$ cat config.mk
export PLATFORM = sky130hd
export DESIGN_NAME = path_close_all_subpaths_core_flat
export DESIGN_NICKNAME = d
export VERILOG_FILES = /design/src/hw/rtl/pcas_pkg.sv /design/src/hw/rtl/pcas_if.sv /design/src/hw/rtl/path_close_all_subpaths_core.sv /design/src/hw/rtl/pcas_front.sv /design/src/hw/rtl/pcas_queue.sv /design/src/hw/rtl/pcas_back.sv /design/src/flat_wrapper.sv
export SDC_FILE = /design/constraint.sdc
export NUM_CORES = 1
export LEC_CHECK = 0
export ABC_AREA = 1
export BUFFER_PORTS_ARGS = -buffer_cell sky130_fd_sc_hd__buf_2
export CORE_ASPECT_RATIO = 0.8
export CORE_MARGIN = 5
export CORE_UTILIZATION = 63
export DETAILED_ROUTE_END_ITERATION = 16
export PLACE_DENSITY = 0.85
export REMOVE_ABC_BUFFERS = 1
export SETUP_SLACK_MARGIN = 0.05
export SYNTH_ARGS = -nofsm -noshare
export SYNTH_HDL_FRONTEND = slang
export SYNTH_SLANG_ARGS = --single-unit
$ cat constraint.sdc
create_clock -name clk -period 35.9 [get_ports clk]
set_clock_uncertainty 0.1 [all_clocks]
set_input_delay 1.795 -clock clk [delete_from_list [all_inputs] [get_ports clk]]
set_output_delay 1.795 -clock clk [all_outputs]
set_load 0.005 [all_outputs]
$ cat src/hw/rtl/pcas_pkg.sv
`timescale 1ns / 1ps
// ----------------------------------------------------------------------------
// pcas_pkg: shared types and constants for the subpath closer
// Element codes, coordinate width, the command word that travels from the
// front part to the back part, and the queue status group.
// ----------------------------------------------------------------------------
package pcas_pkg;

  // coordinate width, 16.16 fixed point
  localparam int COORD_WIDTH = 32;
  localparam int CODE_WIDTH  = 3;

  // depth of the command queue between front and back
  localparam int QUEUE_DEPTH = 2;
  localparam int QPTR_WIDTH  = (QUEUE_DEPTH > 1) ? $clog2(QUEUE_DEPTH) : 1;
  localparam int QCNT_WIDTH  = $clog2(QUEUE_DEPTH + 1);

  typedef logic [CODE_WIDTH-1:0]         code_t;
  typedef logic signed [COORD_WIDTH-1:0] coord_t;

  // element codes
  localparam code_t CODE_MOVE      = 3'd0;
  localparam code_t CODE_MOVE_OPEN = 3'd1;
  localparam code_t CODE_LINE      = 3'd2;
  localparam code_t CODE_CURVE     = 3'd3;
  localparam code_t CODE_END       = 3'd4;

  // one classified element: optional closing line, then the main element
  typedef struct packed {
    logic   close;
    coord_t close_x;
    coord_t close_y;
    code_t  code;
    coord_t ctrl1_x;
    coord_t ctrl1_y;
    coord_t ctrl2_x;
    coord_t ctrl2_y;
    coord_t end_x;
    coord_t end_y;
  } cmd_t;

  // queue status seen by both sides
  typedef struct packed {
    logic not_empty;
    logic full;
  } q_status_t;

endpackage

$ cat src/hw/rtl/pcas_if.sv
`timescale 1ns / 1ps
// ----------------------------------------------------------------------------
// pcas_if: element channels of the subpath closer
// Input channel carries one path element per word; output channel carries
// one emitted element per word with a last flag.
// ----------------------------------------------------------------------------
interface pcas_in_if;
  import pcas_pkg::*;

  logic   valid;
  logic   ready;
  code_t  code;
  coord_t ctrl1_x;
  coord_t ctrl1_y;
  coord_t ctrl2_x;
  coord_t ctrl2_y;
  coord_t end_x;
  coord_t end_y;

  modport source (
    output valid, code, ctrl1_x, ctrl1_y, ctrl2_x, ctrl2_y, end_x, end_y,
    input  ready
  );
  modport sink (
    input  valid, code, ctrl1_x, ctrl1_y, ctrl2_x, ctrl2_y, end_x, end_y,
    output ready
  );
endinterface

interface pcas_out_if;
  import pcas_pkg::*;

  logic   valid;
  logic   ready;
  code_t  out_code;
  coord_t out_ctrl1_x;
  coord_t out_ctrl1_y;
  coord_t out_ctrl2_x;
  coord_t out_ctrl2_y;
  coord_t out_end_x;
  coord_t out_end_y;
  logic   last;

  modport source (
    output valid, out_code, out_ctrl1_x, out_ctrl1_y, out_ctrl2_x, out_ctrl2_y,
           out_end_x, out_end_y, last,
    input  ready
  );
  modport sink (
    input  valid, out_code, out_ctrl1_x, out_ctrl1_y, out_ctrl2_x, out_ctrl2_y,
           out_end_x, out_end_y, last,
    output ready
  );
endinterface

$ cat src/hw/rtl/path_close_all_subpaths_core.sv
`timescale 1ns / 1ps
// ----------------------------------------------------------------------------
// path_close_all_subpaths_core: subpath closer, top level
// Rewrites a path element stream so that every subpath ends closed.
// ----------------------------------------------------------------------------
// One element word is taken per cycle while the queue has room, and one
// result word leaves per cycle while the output is ready. An element that
// ends an open, unclosed subpath (a move or the end element) gives two
// words, a closing line and then the element, which leave the single output
// register one after the other. In a gapless stream the two-entry command
// queue between the classifier and the emitter sits at one entry, so each
// such element fills it and stalls the input; a gap in the input absorbs it.
// A stalled output also stalls the input once the queue is full. The first
// result word of an element is presented from the output register after the
// element has passed through the command queue.
// Elements with codes 5 to 7 are accepted and dropped without any result.
module path_close_all_subpaths_core (
  input  logic        clk,
  input  logic        rst,
  pcas_in_if.sink     elem_in,
  pcas_out_if.source  elem_out
);
  import pcas_pkg::*;

  logic      push;
  cmd_t      push_cmd;
  logic      pop;
  cmd_t      head;
  q_status_t q_stat;

  // classifier
  pcas_front u_front (
    .clk      (clk),
    .rst      (rst),
    .elem_in  (elem_in),
    .q_stat   (q_stat),
    .push     (push),
    .push_cmd (push_cmd)
  );

  // command queue
  pcas_queue u_queue (
    .clk      (clk),
    .rst      (rst),
    .push     (push),
    .push_cmd (push_cmd),
    .pop      (pop),
    .head     (head),
    .stat     (q_stat)
  );

  // emitter
  pcas_back u_back (
    .clk      (clk),
    .rst      (rst),
    .head     (head),
    .q_stat   (q_stat),
    .pop      (pop),
    .elem_out (elem_out)
  );

  // a word that is not the last of its element is always a closing line
  a_close_is_line: assert property (@(posedge clk) disable iff (rst)
    (elem_out.valid && !elem_out.last) |-> (elem_out.out_code == CODE_LINE))
    else $error("non-final word is not a closing line");

  // the element behind a closing line follows at once and is a move or end
  a_close_then_main: assert property (@(posedge clk) disable iff (rst)
    (elem_out.valid && elem_out.ready && !elem_out.last) |=>
      (elem_out.valid && elem_out.last &&
       (elem_out.out_code == CODE_MOVE || elem_out.out_code == CODE_END)))
    else $error("closing line not followed by its move or end");

  // moves and end carry no control points
  a_move_no_ctrl: assert property (@(posedge clk) disable iff (rst)
    (elem_out.valid &&
     (elem_out.out_code == CODE_MOVE || elem_out.out_code == CODE_END)) |->
      (elem_out.out_ctrl1_x == '0 && elem_out.out_ctrl1_y == '0 &&
       elem_out.out_ctrl2_x == '0 && elem_out.out_ctrl2_y == '0))
    else $error("move or end word with control points");

  // input stalls only on a full queue
  a_stall_full: assert property (@(posedge clk) disable iff (rst)
    !elem_in.ready |-> q_stat.full)
    else $error("input stalled with room in the queue");

endmodule

$ cat src/hw/rtl/pcas_front.sv
`timescale 1ns / 1ps
// ----------------------------------------------------------------------------
// pcas_front: element classifier
// Accepts input words, tracks the subpath start, last point and open flag,
// and turns each element with a known code into a command for the back part.
// ----------------------------------------------------------------------------
module pcas_front (
  input  logic                clk,
  input  logic                rst,
  pcas_in_if.sink             elem_in,
  input  pcas_pkg::q_status_t q_stat,
  output logic                push,
  output pcas_pkg::cmd_t      push_cmd
);
  import pcas_pkg::*;

  coord_t start_x;
  coord_t start_y;
  coord_t prev_x;
  coord_t prev_y;
  logic   subpath_open;

  coord_t start_x_next;
  coord_t start_y_next;
  coord_t prev_x_next;
  coord_t prev_y_next;
  logic   subpath_open_next;

  logic accept;
  logic is_move;
  logic is_end;
  logic is_draw;
  logic need_close;

  // take a word whenever the queue has room
  assign elem_in.ready = !q_stat.full;
  assign accept        = elem_in.valid && elem_in.ready;

  // classify the element
  assign is_move = (elem_in.code == CODE_MOVE) || (elem_in.code == CODE_MOVE_OPEN);
  assign is_end  = (elem_in.code == CODE_END);
  assign is_draw = (elem_in.code == CODE_LINE) || (elem_in.code == CODE_CURVE);
  assign need_close = subpath_open && ((prev_x != start_x) || (prev_y != start_y));

  // unknown codes are swallowed without a command
  assign push = accept && (is_move || is_end || is_draw);

  // command word
  always_comb begin
    push_cmd         = '0;
    push_cmd.close_x = start_x;
    push_cmd.close_y = start_y;
    if (is_move) begin
      push_cmd.close = need_close;
      push_cmd.code  = CODE_MOVE;
      push_cmd.end_x = elem_in.end_x;
      push_cmd.end_y = elem_in.end_y;
    end else if (is_end) begin
      push_cmd.close = need_close;
      push_cmd.code  = CODE_END;
    end else begin
      push_cmd.code    = elem_in.code;
      push_cmd.ctrl1_x = elem_in.ctrl1_x;
      push_cmd.ctrl1_y = elem_in.ctrl1_y;
      push_cmd.ctrl2_x = elem_in.ctrl2_x;
      push_cmd.ctrl2_y = elem_in.ctrl2_y;
      push_cmd.end_x   = elem_in.end_x;
      push_cmd.end_y   = elem_in.end_y;
    end
  end

  // subpath state update
  always_comb begin
    start_x_next      = start_x;
    start_y_next      = start_y;
    prev_x_next       = prev_x;
    prev_y_next       = prev_y;
    subpath_open_next = subpath_open;
    if (push) begin
      if (is_move) begin
        start_x_next      = elem_in.end_x;
        start_y_next      = elem_in.end_y;
        prev_x_next       = elem_in.end_x;
        prev_y_next       = elem_in.end_y;
        subpath_open_next = (elem_in.code == CODE_MOVE_OPEN);
      end else if (is_end) begin
        if (need_close) begin
          prev_x_next = start_x;
          prev_y_next = start_y;
        end
        subpath_open_next = 1'b0;
      end else begin
        prev_x_next = elem_in.end_x;
        prev_y_next = elem_in.end_y;
      end
    end
  end

  always_ff @(posedge clk) begin
    if (rst) begin
      start_x      <= '0;
      start_y      <= '0;
      prev_x       <= '0;
      prev_y       <= '0;
      subpath_open <= 1'b0;
    end else begin
      start_x      <= start_x_next;
      start_y      <= start_y_next;
      prev_x       <= prev_x_next;
      prev_y       <= prev_y_next;
      subpath_open <= subpath_open_next;
    end
  end

endmodule

$ cat src/hw/rtl/pcas_queue.sv
`timescale 1ns / 1ps
// ----------------------------------------------------------------------------
// pcas_queue: command queue
// Short first-in first-out store of commands between the classifier and
// the emitter, so that each side can stall on its own.
// ----------------------------------------------------------------------------
module pcas_queue (
  input  logic                clk,
  input  logic                rst,
  input  logic                push,
  input  pcas_pkg::cmd_t      push_cmd,
  input  logic                pop,
  output pcas_pkg::cmd_t      head,
  output pcas_pkg::q_status_t stat
);
  import pcas_pkg::*;

  cmd_t                  entries [QUEUE_DEPTH];
  logic [QPTR_WIDTH-1:0] wr_ptr;
  logic [QPTR_WIDTH-1:0] rd_ptr;
  logic [QCNT_WIDTH-1:0] count;

  logic do_push;
  logic do_pop;

  assign stat.not_empty = (count != '0);
  assign stat.full      = (count == QCNT_WIDTH'(QUEUE_DEPTH));
  assign do_push        = push && !stat.full;
  assign do_pop         = pop && stat.not_empty;
  assign head           = entries[rd_ptr];

  // storage
  always_ff @(posedge clk) begin
    if (do_push) begin
      entries[wr_ptr] <= push_cmd;
    end
  end

  // pointers and fill count
  always_ff @(posedge clk) begin
    if (rst) begin
      wr_ptr <= '0;
      rd_ptr <= '0;
      count  <= '0;
    end else begin
      if (do_push) begin
        wr_ptr <= (wr_ptr == QPTR_WIDTH'(QUEUE_DEPTH - 1)) ? '0 : wr_ptr + 1'b1;
      end
      if (do_pop) begin
        rd_ptr <= (rd_ptr == QPTR_WIDTH'(QUEUE_DEPTH - 1)) ? '0 : rd_ptr + 1'b1;
      end
      if (do_push && !do_pop) begin
        count <= count + 1'b1;
      end else if (do_pop && !do_push) begin
        count <= count - 1'b1;
      end
    end
  end

endmodule

$ cat src/hw/rtl/pcas_back.sv
`timescale 1ns / 1ps
// ----------------------------------------------------------------------------
// pcas_back: element emitter
// Takes commands from the queue and drives the output register: a closing
// line first where the command asks for one, then the main element.
// ----------------------------------------------------------------------------
module pcas_back (
  input  logic                clk,
  input  logic                rst,
  input  pcas_pkg::cmd_t      head,
  input  pcas_pkg::q_status_t q_stat,
  output logic                pop,
  pcas_out_if.source          elem_out
);
  import pcas_pkg::*;

  logic   out_valid;
  logic   close_done;
  logic   load;
  logic   emit_close;
  code_t  r_code;
  coord_t r_ctrl1_x;
  coord_t r_ctrl1_y;
  coord_t r_ctrl2_x;
  coord_t r_ctrl2_y;
  coord_t r_end_x;
  coord_t r_end_y;
  logic   r_last;

  // output register may take a new word when empty or being drained
  assign load       = !out_valid || elem_out.ready;
  assign emit_close = head.close && !close_done;
  assign pop        = q_stat.not_empty && load && !emit_close;

  // control
  always_ff @(posedge clk) begin
    if (rst) begin
      out_valid  <= 1'b0;
      close_done <= 1'b0;
    end else if (load) begin
      out_valid  <= q_stat.not_empty;
      if (q_stat.not_empty) begin
        close_done <= emit_close;
      end
    end
  end

  // payload
  always_ff @(posedge clk) begin
    if (load && q_stat.not_empty) begin
      if (emit_close) begin
        r_code    <= CODE_LINE;
        r_ctrl1_x <= '0;
        r_ctrl1_y <= '0;
        r_ctrl2_x <= '0;
        r_ctrl2_y <= '0;
        r_end_x   <= head.close_x;
        r_end_y   <= head.close_y;
        r_last    <= 1'b0;
      end else begin
        r_code    <= head.code;
        r_ctrl1_x <= head.ctrl1_x;
        r_ctrl1_y <= head.ctrl1_y;
        r_ctrl2_x <= head.ctrl2_x;
        r_ctrl2_y <= head.ctrl2_y;
        r_end_x   <= head.end_x;
        r_end_y   <= head.end_y;
        r_last    <= 1'b1;
      end
    end
  end

  assign elem_out.valid       = out_valid;
  assign elem_out.out_code    = r_code;
  assign elem_out.out_ctrl1_x = r_ctrl1_x;
  assign elem_out.out_ctrl1_y = r_ctrl1_y;
  assign elem_out.out_ctrl2_x = r_ctrl2_x;
  assign elem_out.out_ctrl2_y = r_ctrl2_y;
  assign elem_out.out_end_x   = r_end_x;
  assign elem_out.out_end_y   = r_end_y;
  assign elem_out.last        = r_last;

endmodule
$ cat src/flat_wrapper.sv
// flat-port wrapper written by rule: the top's interface ports become plain ports
module path_close_all_subpaths_core_flat import pcas_pkg::*;
  (clk, rst, elem_in_valid, elem_in_code, elem_in_ctrl1_x, elem_in_ctrl1_y, elem_in_ctrl2_x, elem_in_ctrl2_y, elem_in_end_x, elem_in_end_y, elem_in_ready, elem_out_valid, elem_out_out_code, elem_out_out_ctrl1_x, elem_out_out_ctrl1_y, elem_out_out_ctrl2_x, elem_out_out_ctrl2_y, elem_out_out_end_x, elem_out_out_end_y, elem_out_last, elem_out_ready);
  pcas_in_if elem_in_i ();
  pcas_out_if elem_out_i ();
  input  logic clk;
  input  logic rst;
  input wire logic [$bits(elem_in_i.valid)-1:0] elem_in_valid;
  input wire logic [$bits(elem_in_i.code)-1:0] elem_in_code;
  input wire logic [$bits(elem_in_i.ctrl1_x)-1:0] elem_in_ctrl1_x;
  input wire logic [$bits(elem_in_i.ctrl1_y)-1:0] elem_in_ctrl1_y;
  input wire logic [$bits(elem_in_i.ctrl2_x)-1:0] elem_in_ctrl2_x;
  input wire logic [$bits(elem_in_i.ctrl2_y)-1:0] elem_in_ctrl2_y;
  input wire logic [$bits(elem_in_i.end_x)-1:0] elem_in_end_x;
  input wire logic [$bits(elem_in_i.end_y)-1:0] elem_in_end_y;
  output wire logic [$bits(elem_in_i.ready)-1:0] elem_in_ready;
  output wire logic [$bits(elem_out_i.valid)-1:0] elem_out_valid;
  output wire logic [$bits(elem_out_i.out_code)-1:0] elem_out_out_code;
  output wire logic [$bits(elem_out_i.out_ctrl1_x)-1:0] elem_out_out_ctrl1_x;
  output wire logic [$bits(elem_out_i.out_ctrl1_y)-1:0] elem_out_out_ctrl1_y;
  output wire logic [$bits(elem_out_i.out_ctrl2_x)-1:0] elem_out_out_ctrl2_x;
  output wire logic [$bits(elem_out_i.out_ctrl2_y)-1:0] elem_out_out_ctrl2_y;
  output wire logic [$bits(elem_out_i.out_end_x)-1:0] elem_out_out_end_x;
  output wire logic [$bits(elem_out_i.out_end_y)-1:0] elem_out_out_end_y;
  output wire logic [$bits(elem_out_i.last)-1:0] elem_out_last;
  input wire logic [$bits(elem_out_i.ready)-1:0] elem_out_ready;
  assign elem_in_i.valid = elem_in_valid;
  assign elem_in_i.code = elem_in_code;
  assign elem_in_i.ctrl1_x = elem_in_ctrl1_x;
  assign elem_in_i.ctrl1_y = elem_in_ctrl1_y;
  assign elem_in_i.ctrl2_x = elem_in_ctrl2_x;
  assign elem_in_i.ctrl2_y = elem_in_ctrl2_y;
  assign elem_in_i.end_x = elem_in_end_x;
  assign elem_in_i.end_y = elem_in_end_y;
  assign elem_in_ready = elem_in_i.ready;
  assign elem_out_valid = elem_out_i.valid;
  assign elem_out_out_code = elem_out_i.out_code;
  assign elem_out_out_ctrl1_x = elem_out_i.out_ctrl1_x;
  assign elem_out_out_ctrl1_y = elem_out_i.out_ctrl1_y;
  assign elem_out_out_ctrl2_x = elem_out_i.out_ctrl2_x;
  assign elem_out_out_ctrl2_y = elem_out_i.out_ctrl2_y;
  assign elem_out_out_end_x = elem_out_i.out_end_x;
  assign elem_out_out_end_y = elem_out_i.out_end_y;
  assign elem_out_last = elem_out_i.last;
  assign elem_out_i.ready = elem_out_ready;
  path_close_all_subpaths_core u_core (.clk(clk), .rst(rst), .elem_in(elem_in_i), .elem_out(elem_out_i));
endmodule
Yosys cells after proc, flatten, opt, wreduce, memory -nomap -nowiden
Memories as Yosys holds them, arrays and structs flattened. A register that Yosys moved wholly into a read port is not among the register bits.
Cells that the tools add are included.

word-level totals
  bits in registers = 331
  memory bits (writable) = 520
  memories kept = 1

memory list
  memory                  words  bits a word  read ports  clocked after memory_dff  write ports  RTL line          text
  u_core.u_queue.entries  2      260          1           1                         1            pcas_queue.sv:18  cmd_t entries [QUEUE_DEPTH];

cells by class
  add/sub/neg operators = 4
  equality and inequality tests = 8
  mux-type cells = 26
  reduce and logical (&&, ||, !) cells = 30

operators by type and width
  cell                   count
  $mux W32               8
  $mux W192              1
  $mux W128              1
  $mux W64               1
  $ne A32 B32 Y1         2
  $mux W1                11
  $logic_and A1 B1 Y1    10
  $reduce_and A2 Y1      4
  $eq A3 B2 Y1 const B   2
  $logic_not A1 Y1       6
  $logic_or A1 B1 Y1     6
  $mux W3                2
  $reduce_bool A2 Y1     3
  $mux W2                2
  $eq A3 B1 Y1 const B   1
  $eq A3 B3 Y1 const B   1
  $logic_not A3 Y1       1
  $ne A3 B2 Y1 const B   1
  $add A1 B1 Y1 const B  2
  $add A2 B1 Y2 const B  1
  $eq A2 B2 Y1 const B   1
  $sub A2 B1 Y2 const B  1

Logic depth before layout (Yosys ltp)
  word-level depth = 10
  depth in mapped cells = 16

Modules after synthesis
Synthesis repeated with hierarchy kept, for this count alone.

unflattened totals
  cells, all modules = 3,037
  area, all modules = 35,989.5 um^2

by module, submodules not included
  module      times used  cells an instance  area an instance (um^2)  sequential area each (um^2)
  pcas_queue  1           846                19,822.8                 15,715.1
  pcas_front  1           1,498              8,319.2                  2,582.5
  pcas_back   1           693                7,847.5                  5,925.7

Worst setup path after synthesis
OpenSTA, ideal clock, no wires.

  path kind = input to register
  start point = in elem_in_code[1]
  end point = mem u_core.u_queue.entries[1][0] in the netlist's numbering, enable pin
  setup time = 0.890 ns
  arrival time = 13.281 ns
  required time = 34.910 ns
  setup slack = 21.628 ns
  cell stages on the path = 6
  buffers on the path = 1
  cells stage by stage = nor2_1 > inv_2 > a21oi_2 > buf_2 > inv_1 > nor2_1

between the ends
  word-level cells in the longest chain between the ends = 8
  elaborated cells between the ends (all ways) = 13
  those cells by class = 4 x eq/ne; 2 x mux; 7 x reduce/logical

ends and longest elaborated chain
  what                                                     RTL line           text
  from (decl)                                              flat_wrapper.sv:9  input wire logic [$bits(elem_in_i.code)-1:0] elem_in_code;
  $eq A3 B1 Y1 / $logic_not A3 Y1 (equally long branches)  pcas_front.sv:40   assign is_move = (elem_in.code == CODE_MOVE) || (elem_in.code == CODE_MOVE_OPEN);
  $logic_or A1 B1 Y1                                       pcas_front.sv:40
  $logic_or A1 B1 Y1                                       pcas_front.sv:46   assign push = accept && (is_move || is_end || is_draw);
  $logic_or A1 B1 Y1 (*)                                   pcas_front.sv:46
  $logic_and A1 B1 Y1 (*)                                  pcas_front.sv:46
  $logic_and A1 B1 Y1 (*)                                  pcas_queue.sv:28   assign do_push = push && !stat.full;
  $mux W1 (*)                                              pcas_queue.sv:34   if (do_push) begin
  $mux W1 (implied by the code) (*)                        pcas_queue.sv:35   entries[wr_ptr] <= push_cmd;
  to (decl)                                                pcas_queue.sv:18

Every way passes the cells marked *; elsewhere a longest branch is shown, timed or not.

Final worst setup path
  start point = in elem_in_code[1]
  end point = mem u_core.u_queue.entries[1][98] in the netlist's numbering, enable pin

The elaborated chain is that of the path after synthesis.

==> out/qor.yml <==
die:
  initial_core_util_pct: 63.6
  fp.dieW_um: 274
  core_area_sq_mm: 0.0552
  fp.dieH_um: 221
  die_area_sq_mm: 0.0606
  io_pins: 397
  num_rows: 77
critical_path:
  crit_cells: 8
  r2r_cells: 5
  critPathRequiredTime_ns: 36.01
  cp_top_family: "buffers and inverters"
  r2r-end: "u_core.u_back.elem_out.out_end_y[23]$_DFFE_PP_"
  critPathMaxFanout: 167
  arrival_ns: 4.65
  critPathBufInv: 5
  crit_slowest_cell: "buf_12"
  worstSetupPathType: "in -> reg"
  cp-end-kind: "flip-flop"
  path_cells: "buf_2 -> nor2_1 -> inv_2 -> a21oi_4 -> buf_4 -> inv_1 -> nor2_4 -> buf_12"
  cpPeakStageDelay_ns: 0.67
  reg2reg_slack_ns: 31.69
  worst_setup_path_start_kind: "input pin"
detailed_routing:
  vias: 23741
  dr.first_iter.drc_count: 2867
  first_pass_iters: 8
  wl_per_cell_um: 18.1
  vias_per_cell: 5.43
  routed_wl_um: 79300
  antenna_left: 0
  drcViolationCount: 0
timing:
  setup_violations: 0
  fin_ws_ns: 31.36
  tightest_slew_ns: 1.20
  rsz0062_at_grt: "false"
  whs_ns: 0.378
  max_slew_margin_pct: 20.1
  tns_ns: 0
  finalCriticalPeriod_ns: 4.54
  timing.final.crit_share_pct: 12.6
  hold_viol: 0
  fmax_mhz: 221
  drv_slew: 0
hold_path:
  hp-start: "u_core.u_front.start_y[6]$_SDFFE_PP0P_"
  whs_path_depth: 0
  min_to: "u_core.u_queue.entries[0][201]$_DFFE_PP_"
  hp-class: "reg -> reg"
global_routing:
  grt.total_usage_pct: 25.6
  grt_pass1_wl_um: 123000
  overflow: 0
  first_global_vias: 23073
  antenna_found_initial: 6
  grt_max_degree: 244
status:
  status: "finished clean"
logic_synthesis:
  synth.distinct_cells: 30
  synthesis.area_sq_mm: 0.0351
  yosysSeqAreaShare_pct: 69.0
  ys_ff_latch: 852
  yosys.area.top_type: "edfxtp_1"
  yosysWarningCount: 0
  synth_area_leaders: "edfxtp_1 (61%), nand2_1 (10%), dfxtp_1 (7.8%)"
  synthCells: 3239
  synth_top_area_share_pct: 61.3
  syn_avg_cell_area_sq_um: 10.8
placement:
  dp_hpwl_um: 45400
  gp_congestion: 0.798
  pre_cts_slack_ns: 30.74
  dpl-instance-area_sq_mm: 0.0374
  portBuffers: 396
pwr:
  p_per_area_mw_per_mm2: 76.9
  worst_ir_drop_vdd_uv: 88.1
  p_leak_nw: 16.9
  power_mw: 3.07
clock_network:
  cts_resized: 0
  clock_path_buffers: 3
  post_cts_buffers: 0
  cts_hold_buffers: 0
  cts_buffers: 78
  cts_root_buffer: "clkbuf_16"
  path_clk_slew_ns: 0.06
  clock_latency_ns: 0.61
  ctsHtreeMaxLevel: 3
  tritoncts: "done"
  cts.sinks: 852
finish:
  fin_nets: 3757
  final_cell_mix: "nand2_1 (964), edfxtp_1 (716), buf_2 (396)"
  drive_gt1_share_pct: 18.3
  final_common_cell: "nand2_1"
  finish.instance_area_sq_mm: 0.0399
  syn_to_final_growth_pct: 13.8
job:
  cap_violations: 0
-- worst max-delay path by stage --
stage / from / end / slack, ns
6_report: elem_in_code[1] / u_core.u_queue.entries[1][98]$_DFFE_PP_ / 31.36
5_1_grt: elem_in_code[1] / u_core.u_queue.entries[1][246]$_DFFE_PP_ / 31.15
4_1_cts: elem_in_code[1] / u_core.u_queue.entries[1][51]$_DFFE_PP_ / 31.41
3_5_place_dp: elem_in_code[1] / u_core.u_queue.entries[1][51]$_DFFE_PP_ / 30.74
3_3_place_gp: elem_in_code[1] / u_core.u_queue.entries[1][249]$_DFFE_PP_ / 30.83
2_1_floorplan: elem_in_code[1] / u_core.u_queue.entries[1][0]$_DFFE_PP_ / 17.98
-- logic make-up after synthesis --
| kind of cell | synth area share (%) |
|---|---|
| simple gates | 15.9 |
| flops | 69.0 |
| buf+inv | 6.73 |
| compound gates | 6.17 |
| mux | 1.83 |
| xor+xnor | 0.274 |
| fa+ha+maj | 0.0356 |
-- per-stage QoR --
step                util [%]  cells
floorplan                  -   3061
global placement        67.7   4227
detailed placement      67.7   4227
CTS                     72.3   4371
global route            72.3   4374
finish                  72.3   4376
-- worst reg2reg max path: stages (launching register included) --
cell and delay (ns):
dfxtp_4 0.64, buf_4 0.85, buf_4 0.91, buf_4 0.91
mux2i_1 0.28, o21ai_0 0.19
-- where the power goes --
part           total, mW  leakage, nW  switching [mW]  internal, mW
Combinational      0.804         7.77           0.548         0.256
Clock              0.824         1.23           0.352         0.472
Sequential          1.44         7.88          0.0730          1.37
Total               3.07         16.9           0.972          2.10
-- Yosys cell counts, drive strengths merged --
cell type,count
buf,91
edfxtp,716
nor3,1
nor2,249
clkbuf,87
nand3,66
ha,1
dfxtp,136
xor2,11
o211ai,64
mux2i,64
o21bai,1
or2,64
inv,353
nand2,967
clkinv,34
o21ai,199
a21oi,135
-- registers in the layout (all words and copies together), names as in the netlist, 2 cells and up, named ones only --
signal                              cells
u_core.u_back.elem_out.out_ctrl1_y     32
u_core.u_back.elem_out.out_code         3
u_core.u_back.elem_out.out_end_y       32
u_core.u_back.elem_out.out_end_x       32
u_core.u_back.elem_out.out_ctrl2_x     32
u_core.u_queue.entries                520
u_core.u_front.prev_y                  32
u_core.u_front.prev_x                  32
u_core.u_back.elem_out.out_ctrl2_y     32
u_core.u_queue.count                    2
u_core.u_back.elem_out.out_ctrl1_x     32
u_core.u_front.start_y                 32
u_core.u_front.start_x                 32
-- metal layers --
layer | wire length [um] | share of wire, % | GRT usage [%]
met1 | 31000 | 39 | 34.2
met2 | 39700 | 50 | 43.4
met3 | 6460 | 8.1 | 4.83
met4 | 2100 | 2.6 | 7.50
met5 | 27 | 0.034 | 0
-- cell type report --
type	count	area, sq um
tap	750	938
timing repair buffer	416	2170
multi-input combinational	1822	8580
sequential	852	24200
fill	3638	15300
inverter	387	1470
clock inverter	40	388
antenna	5	12.5
clock buffer	104	2140
Note: power is estimated with default switching activity, not from simulation.
